--- config.mk ---
export PLATFORM = sky130hd
export DESIGN_NAME = tbc_ctrl
export DESIGN_NICKNAME = d
export VERILOG_FILES = /design/src/tbc_pkg.sv /design/src/tbc_ctrl.sv
export SDC_FILE = /design/constraint.sdc
export NUM_CORES = 1
export LEC_CHECK = 0
export ABC_CLOCK_PERIOD_IN_PS = 4130
export BUFFER_PORTS_ARGS = -buffer_cell sky130_fd_sc_hd__buf_2
export CORE_MARGIN = 3
export CORE_UTILIZATION = 50
export DETAILED_ROUTE_END_ITERATION = 7
export GPL_ROUTABILITY_DRIVEN = 0
export GPL_TIMING_DRIVEN = 0
export PLACE_DENSITY_LB_ADDON = 0.3
export SLEW_MARGIN = 30
export SYNTH_ARGS = -nofsm -noshare
export SYNTH_HDL_FRONTEND = slang
export SYNTH_SLANG_ARGS = --single-unit
--- constraint.sdc ---
create_clock -name i_clk -period 4.13 [get_ports i_clk]
set_input_delay 1.239 -clock i_clk [delete_from_list [all_inputs] [get_ports i_clk]]
set_output_delay 1.239 -clock i_clk [all_outputs]
set_load 0.01 [all_outputs]
--- src/tbc_pkg.sv ---
`default_nettype none

package tbc_pkg;

    // Coordinate and arithmetic widths.
    localparam int CW      = 32;
    localparam int DIFF_W  = CW + 1;
    localparam int COF_W   = 2 * DIFF_W + 1;
    localparam int PROD_W  = COF_W + DIFF_W;
    localparam int ACC_W   = PROD_W + 2;
    localparam int FRAC_W  = 24;
    localparam int NUM_W   = ACC_W + FRAC_W;
    localparam int Q_W     = NUM_W + 1;
    localparam int W0_W    = Q_W + 2;
    localparam int OUT_W   = 32;

    // Digit-serial multiplier: DIG_W bits of the second operand per cycle.
    localparam int DIG_W   = 4;
    localparam int DIG_N   = (DIFF_W + DIG_W - 1) / DIG_W;
    localparam int MB_W    = DIG_W * DIG_N;
    localparam int MCNT_W  = $clog2(DIG_N + 1);
    localparam int DCNT_W  = $clog2(NUM_W + 1);

    // Operand select codes: edge matrix, point offset, cofactors.
    localparam int SEL_W = 5;
    localparam logic [SEL_W-1:0] SEL_T = 5'd0;
    localparam logic [SEL_W-1:0] SEL_R = 5'd9;
    localparam logic [SEL_W-1:0] SEL_C = 5'd12;
    localparam logic [SEL_W-1:0] SEL_END = 5'd21;

    // Input operation codes.
    localparam logic OP_LOAD  = 1'b0;
    localparam logic OP_QUERY = 1'b1;

    // Commands from the controller to the datapath.
    typedef struct packed {
        logic             v_load;
        logic             q_start;
        logic             ld_a;
        logic             ld_b;
        logic [SEL_W-1:0] sel;
        logic             clr;
        logic             sub;
        logic             st_cof;
        logic [3:0]       cof_idx;
        logic             st_det;
        logic             st_num;
        logic [1:0]       num_idx;
        logic             div_start;
        logic [1:0]       div_idx;
        logic             out_load;
        logic             out_degen;
    } t_cmd;

    // Status from the datapath to the controller.
    typedef struct packed {
        logic mul_done;
        logic div_done;
        logic det_zero;
        logic out_free;
    } t_sts;

    // Next index modulo three.
    function automatic logic [1:0] inc3(input logic [1:0] x);
        return (x == 2'd2) ? 2'd0 : 2'(x + 2'd1);
    endfunction

    // Flat index of a 3x3 matrix entry.
    function automatic logic [3:0] idx9(input logic [1:0] i, input logic [1:0] j);
        return 4'(4'(i) * 4'd3 + 4'(j));
    endfunction

    // Saturate a wide signed value to the output word.
    function automatic logic [OUT_W-1:0] sat_out(input logic [W0_W-1:0] v);
        logic [W0_W-OUT_W:0] top;
        top = v[W0_W-1:OUT_W-1];
        if ((top == '0) || (top == '1)) begin
            return v[OUT_W-1:0];
        end
        return v[W0_W-1] ? {1'b1, {(OUT_W-1){1'b0}}} : {1'b0, {(OUT_W-1){1'b1}}};
    endfunction

endpackage

`default_nettype wire

--- src/tbc_ctrl.sv ---
`default_nettype none

module tbc_ctrl
    import tbc_pkg::*;
(
    input  wire logic i_clk,
    input  wire logic i_rst_n,
    input  wire logic i_in_valid,
    input  wire logic i_in_op,
    output logic      o_in_ready,
    input  wire t_sts i_sts,
    output t_cmd      o_cmd
);

    localparam logic [2:0] S_IDLE  = 3'd0;
    localparam logic [2:0] S_LDA   = 3'd1;
    localparam logic [2:0] S_LDB   = 3'd2;
    localparam logic [2:0] S_MUL   = 3'd3;
    localparam logic [2:0] S_CHK   = 3'd4;
    localparam logic [2:0] S_DIV   = 3'd5;
    localparam logic [2:0] S_DWAIT = 3'd6;
    localparam logic [2:0] S_FIN   = 3'd7;

    logic [2:0] r_state, n_state;
    logic       r_phase, n_phase;
    logic [1:0] r_col, n_col;
    logic [1:0] r_row, n_row;
    logic       r_half, n_half;
    logic       r_degen, n_degen;

    logic             acc;
    logic [1:0]       i1, i2, j1, j2, ccol;
    logic [SEL_W-1:0] sel_a, sel_b;

    assign o_in_ready = (r_state == S_IDLE);
    assign acc        = i_in_valid && o_in_ready;

    // Operand selection for the current product.
    always_comb begin
        i1   = inc3(r_row);
        i2   = inc3(i1);
        j1   = inc3(r_col);
        j2   = inc3(j1);
        ccol = (r_col == 2'd0) ? 2'd0 : 2'(r_col - 2'd1);
        if (!r_phase) begin
            sel_a = SEL_T + SEL_W'(idx9(i1, r_half ? j2 : j1));
            sel_b = SEL_T + SEL_W'(idx9(i2, r_half ? j1 : j2));
        end else begin
            sel_a = SEL_C + SEL_W'(idx9(r_row, ccol));
            sel_b = (r_col == 2'd0) ? (SEL_T + SEL_W'(idx9(r_row, 2'd0)))
                                    : (SEL_R + SEL_W'(r_row));
        end
    end

    // Sequencer: cofactors, then the four dot products, then three divisions when the determinant is nonzero.
    always_comb begin
        n_state = r_state;
        n_phase = r_phase;
        n_col   = r_col;
        n_row   = r_row;
        n_half  = r_half;
        n_degen = r_degen;
        o_cmd   = '0;
        unique case (r_state)
            S_IDLE: begin
                if (acc) begin
                    if (i_in_op == OP_QUERY) begin
                        o_cmd.q_start = 1'b1;
                        n_phase = 1'b0;
                        n_col   = 2'd0;
                        n_row   = 2'd0;
                        n_half  = 1'b0;
                        n_state = S_LDA;
                    end else begin
                        o_cmd.v_load = 1'b1;
                    end
                end
            end
            S_LDA: begin
                o_cmd.ld_a = 1'b1;
                o_cmd.sel  = sel_a;
                n_state    = S_LDB;
            end
            S_LDB: begin
                o_cmd.ld_b = 1'b1;
                o_cmd.sel  = sel_b;
                if (!r_phase) begin
                    o_cmd.clr     = !r_half;
                    o_cmd.sub     = r_half;
                    o_cmd.st_cof  = r_half;
                    o_cmd.cof_idx = idx9(r_row, r_col);
                end else begin
                    o_cmd.clr     = (r_row == 2'd0);
                    o_cmd.st_det  = (r_row == 2'd2) && (r_col == 2'd0);
                    o_cmd.st_num  = (r_row == 2'd2) && (r_col != 2'd0);
                    o_cmd.num_idx = 2'(r_col - 2'd1);
                end
                n_state = S_MUL;
            end
            S_MUL: begin
                if (i_sts.mul_done) begin
                    n_state = S_LDA;
                    if (!r_phase) begin
                        n_half = !r_half;
                        if (r_half) begin
                            if (r_row == 2'd2) begin
                                n_row = 2'd0;
                                if (r_col == 2'd2) begin
                                    n_col   = 2'd0;
                                    n_phase = 1'b1;
                                end else begin
                                    n_col = r_col + 2'd1;
                                end
                            end else begin
                                n_row = r_row + 2'd1;
                            end
                        end
                    end else begin
                        if (r_row == 2'd2) begin
                            n_row = 2'd0;
                            if (r_col == 2'd3) begin
                                n_state = S_CHK;
                            end else begin
                                n_col = r_col + 2'd1;
                            end
                        end else begin
                            n_row = r_row + 2'd1;
                        end
                    end
                end
            end
            S_CHK: begin
                n_degen = i_sts.det_zero;
                n_row   = 2'd0;
                n_state = i_sts.det_zero ? S_FIN : S_DIV;
            end
            S_DIV: begin
                o_cmd.div_start = 1'b1;
                o_cmd.div_idx   = r_row;
                n_state         = S_DWAIT;
            end
            S_DWAIT: begin
                o_cmd.div_idx = r_row;
                if (i_sts.div_done) begin
                    if (r_row == 2'd2) begin
                        n_state = S_FIN;
                    end else begin
                        n_row   = r_row + 2'd1;
                        n_state = S_DIV;
                    end
                end
            end
            S_FIN: begin
                if (i_sts.out_free) begin
                    o_cmd.out_load  = 1'b1;
                    o_cmd.out_degen = r_degen;
                    n_state         = S_IDLE;
                end
            end
            default: begin
                n_state = S_IDLE;
            end
        endcase
    end

    always_ff @(posedge i_clk) begin
        if (!i_rst_n) begin
            r_state <= S_IDLE;
            r_phase <= 1'b0;
            r_col   <= 2'd0;
            r_row   <= 2'd0;
            r_half  <= 1'b0;
            r_degen <= 1'b0;
        end else begin
            r_state <= n_state;
            r_phase <= n_phase;
            r_col   <= n_col;
            r_row   <= n_row;
            r_half  <= n_half;
            r_degen <= n_degen;
        end
    end

endmodule

`default_nettype wire

## Word-level counts from Yosys, hierarchy flattened

Index checks and enable logic that the tools add are counted.

| storage, ports and cells | value |
|---|---|
| register bits | 10 |
| bits in latches | 0 |
| RAM bits | 0 |
| bits in read-only memories | 0 |
| bits of input ports | 8 |
| output and inout bits | 26 |
| logic and storage cells | 120 |
| memories | 0 |

| cells by class | value |
|---|---|
| add/sub/neg operators | 11 |
| $mul | 3 |
| div/mod/pow operators | 0 |
| magnitude comparators | 0 |
| eq/ne operators | 22 |
| shift operators | 0 |
| mux-type cells | 62 |
| bitwise operators | 0 |
| reduce and logical (&&, ||, !) cells | 16 |

Operators with widths:

| cell | count |
|---|---|
| $mux W2 | 27 |
| $mux W3 | 8 |
| $pmux W3 S8 | 1 |
| $add A4 B2 Y4 | 4 |
| $mux W1 | 15 |
| $mux W5 | 3 |
| $ne A2 B2 Y1 const B | 7 |
| $reduce_and A7 Y1 | 2 |
| $eq A3 B3 Y1 const B | 4 |
| $mul A2 B2 Y4 const B | 3 |
| $mux W11 | 1 |
| $eq A2 B2 Y1 const B | 5 |
| $pmux W5 S2 | 1 |
| $reduce_and A5 Y1 | 2 |
| $add A2 B1 Y2 const B | 4 |
| $pmux W2 S4 | 1 |
| $eq A3 B2 Y1 const B | 2 |
| $mux W6 | 1 |
| $ne A3 B3 Y1 const B | 2 |
| $add A4 B2 Y5 const A | 1 |
| $add A4 B4 Y5 const A | 1 |
| $logic_not A2 Y1 | 2 |
| $mux W4 | 1 |
| $pmux W1 S2 | 2 |
| other kinds (11) | 14 |

## Depth between registers and ports, before layout

| depth | value |
|---|---|
| depth in word-level cells | 8 |
| mapped depth | 11 |

## Worst setup path before layout

No wires, ideal clock.

| path | value |
|---|---|
| kind | register -> output |
| start | register r_row[0] |
| end | output port o_cmd[19] in the netlist's numbering |
| arrival time | 2.427 ns |
| setup slack | 0.464 ns |
| cell stages (with the launch flop) | 11 |
| path through | dfxtp_1 inv_1 ha_1 buf_2 xor2_1 ha_1 a21oi_1 xor2_1 ha_1 a22o_1 o22ai_1 |

RTL lines:

| what | RTL line | text |
|---|---|---|
| start, declared | tbc_ctrl.sv:27 | `logic [1:0] r_row, n_row;` |
| start signal, assigned | tbc_ctrl.sv:178 | `r_row <= n_row;` |
| end, declared | tbc_ctrl.sv:12 | `output t_cmd o_cmd` |

==> impl_metrics.env <==
export IMPL_worstMarginPinSlew_ns=0.434
export IMPL_min_path_cells=2
export IMPL_avgSynthCellArea_um2=7.68
export IMPL_synth_cell_type_count=50
export IMPL_ys_flop_type="dfxtp_1"
export IMPL_wire_per_inst_um=13.1
export IMPL_reg2reg_from="r_row[0]$_SDFFE_PN0P_"
export IMPL_status="finished clean"
export IMPL_syn_to_final_growth_pct=16.8
export IMPL_seqPwrFrac_pct=32.3
export IMPL_p_clk_share_pct=27.4
export IMPL_slew_violations=0
export IMPL_p_leak_nw=0.898
export IMPL_antenna_found_initial=0
export IMPL_cts_root_buf="clkbuf_4"
export IMPL_worst_slack_ns=0.0992
export IMPL_vdd_drop_max_mv=0.177
export IMPL_swShare_pct=36.6
export IMPL_cp_start_kind="flip-flop"
export IMPL_dieArea_mm2=0.00374
export IMPL_synth_enable_flop_cells=0
export IMPL_postLayoutCoreUtil_pct=62.8
export IMPL_cts_tree="built"
export IMPL_pre_cts_ws_ns=0.135
export IMPL_whs_endpoint="r_degen$_SDFFE_PN0N_"
export IMPL_grt_pass1_vias=1247
export IMPL_vias=1505
export IMPL_hold_path_class="flip-flop to flip-flop"
export IMPL_io_buffers=33
export IMPL_antenna_cells=0
export IMPL_die_height_um=61.2
export IMPL_crit_top_cell="ha_1"
export IMPL_netlist_area_leader_share_pct=21.4
export IMPL_holdBufCountCts=0
export IMPL_numCtsBuffers=3
export IMPL_dpl_cell_count=262
export IMPL_path_class="flip-flop to output port"
export IMPL_worstPathRequired_ns=2.89
export IMPL_num_io_pins=34
export IMPL_critPathSlowestCell="dfxtp_4"
export IMPL_r2r_end="r_state[1]$_SDFFE_PN0P_"
export IMPL_min_from="r_degen$_SDFFE_PN0N_"
export IMPL_p_total_mw=0.329
export IMPL_p_per_area_mw_per_mm2=185
export IMPL_final_net_count=272
export IMPL_clock_fmax_mhz=248
export IMPL_clock_latency_ns=0.27
export IMPL_core_mm2=0.00283
export IMPL_die_w_um=61.2
export IMPL_clock_skew_ns=0.00679
export IMPL_crit_chain="inv_1, ha_1, buf_2, xor2_1, ha_1, a21oi_1, xor2_1, ha_1, a22o_1, o22ai_1, buf_2"
export IMPL_arrival_ns=2.79
export IMPL_cp_max_fo=10
export IMPL_grt_overflow=0
export IMPL_clock_sinks=10
export IMPL_ys_top_cells_by_count="ha_1, nand2_1, nor2_1"
export IMPL_row_count=19
export IMPL_postSynth_asyncResetShare_pct=0
export IMPL_max_stage_delay_ns=0.43
export IMPL_postSynthCellCount=198
export IMPL_clk_pin_slew_ns=0.07
export IMPL_maxSlewHeadroom_pct=71.0
export IMPL_r2r_cells=6
export IMPL_grtUsageTotal_pct=19.8
export IMPL_p_comb_share_pct=40.3
export IMPL_vias_per_cell=5.64
export IMPL_instances_no_fill=267
export IMPL_syn_nets=233
export IMPL_routed_wirelength_um=3490
export IMPL_synth_seq_cells=10
export IMPL_maxCapViolCount=0
export IMPL_hold_viol_final=0
export IMPL_grt_first_pass_wirelength_um=5590
export IMPL_whs_ns=0.474
export IMPL_end_kind="output port"
export IMPL_cts_buffer_depth=2
export IMPL_drc=0
export IMPL_yosysMostFrequentCell="ha_1"
export IMPL_p_int_mw=0.209
export IMPL_first_pass_iters=5
export IMPL_start_util_pct=53.8
export IMPL_htreeDepth=1
export IMPL_yosysSeqAreaShare_pct=13.2
export IMPL_r2r_slack_ns=2.40
export IMPL_initialDrtViolationCount=71
export IMPL_synth_top_area_cell="ha_1"
export IMPL_power_switching_mw=0.120
export IMPL_synth_area_mm2=0.00152
export IMPL_fin_crit_sh_pct=97.6
export IMPL_post_route_min_period_ns=4.03
export IMPL_setup_viol=0
export IMPL_dpl_hpwl_um=2780
export IMPL_drive_gt1_share_pct=24.6
export IMPL_yosys_warnings=0
export IMPL_grt_max_degree=11
export IMPL_rsz0062_at_grt="true"
export IMPL_ys_top_cells_by_area="ha_1, dfxtp_1, mux2i_1, nand2_1, nor2_1"
export IMPL_drt_antenna_violating_nets=0
[sequential cells by signal (all words and copies together) (netlist names)]
register,flops
r_col,2
r_degen,1
r_half,1
r_phase,1
r_row,2
r_state,3
[worst max-delay path: cells and delay by family, from the launching register on]
family                     cells  cell delay, ns
AOI/OAI and AO/OA              3            0.48
xor gates and xnor gates       2            0.37
adders and majority gates      3            0.78
buffers and inverters          3            0.47
DFF                            1            0.43
[repair_timing]
item | in CTS | in global routing
resized for setup | 1 | 4
endpoints found under the setup margin | 1 | 2
setup buffers | 0 | 1
pin swaps | 0 | 0
hold endpoints to repair | 0 | 0
cloned | 0 | 0
[layout make-up]
class,instances,area (um2)
Multi-Input combinational cell,162,1190
Fill cell,279,1050
Sequential cell,10,208
Timing Repair Buffer,34,173
Buffer,11,71.3
Inverter,15,56.3
Tap cell,31,38.8
Clock buffer,4,36.3
[cell families after synthesis]
| kind of cell | synth area share [%] |
|---|---|
| adder cells (fa/ha/maj) | 24.0 |
| flip-flops | 13.2 |
| AO/OA/AOI/OAI | 18.3 |
| XOR/XNOR | 4.61 |
| multiplexers | 5.92 |
| buffers and inverters | 8.39 |
| AND/OR/NAND/NOR | 25.7 |
[how the worst max path moves through the flow]
stage / cells past startpoint / slack [ns] / start / endpoint
global placement: 11 / 0.14 / r_row[0]$_SDFFE_PN0P_ / o_cmd[19]
CTS: 11 / 0.01 / r_row[0]$_SDFFE_PN0P_ / o_cmd[19]
detailed placement: 11 / 0.14 / r_row[0]$_SDFFE_PN0P_ / o_cmd[19]
floorplan: 10 / 0.46 / r_row[0]$_SDFFE_PN0P_ / o_cmd[19]
global route: 11 / -0.08 / r_row[0]$_SDFFE_PN0P_ / o_cmd[19]
finish: 11 / 0.1 / r_row[0]$_SDFFE_PN0P_ / o_cmd[19]
[stage by stage]
stage	setup TNS, ns	cell area [um2]
floorplan	0	1520
global placement	0	1730
detailed placement	0	1730
CTS	0	1760
global route	-0.0771	1780
finish	0	1780
[layer usage]
| metal | up-vias | share of wire [%] | track usage, % |
|---|---|---|---|
| li1 | 775 | - | - |
| met3 | 5 | 3.4 | 2.52 |
| met2 | 38 | 47 | 32.2 |
| met1 | 687 | 48 | 27.2 |
| met5 | - | 0 | 0 |
| met4 | 0 | 1.0 | 5.88 |
[placed cells by master (no fill, tap or decap), types with 3 or more instances in the layout]
master	count
and3_1	3
nand2b_1	4
nor2_1	15
nor3_1	3
dfxtp_2	3
buf_4	3
dfxtp_1	6
a21o_1	4
buf_2	39
nand2_1	20
xor2_1	6
mux2i_1	9
clkbuf_4	3
o22ai_1	8
o21ai_0	8
a21oi_1	9
nand3_1	8
ha_1	26
or3_1	3
inv_1	14
[power groups by stage]
stage | Sequential [mW] | Clock (mW) | Combinational [mW]
3_5_place_dp | 0.109 | 0 | 0.131
6_report | 0.106 | 0.0902 | 0.132
5_1_grt | 0.107 | 0.0974 | 0.148
2_1_floorplan | 0.107 | 0 | 0.0944
4_1_cts | 0.107 | 0.0918 | 0.132
3_3_place_gp | 0.109 | 0 | 0.130
(Power assumes the default switching activity.)
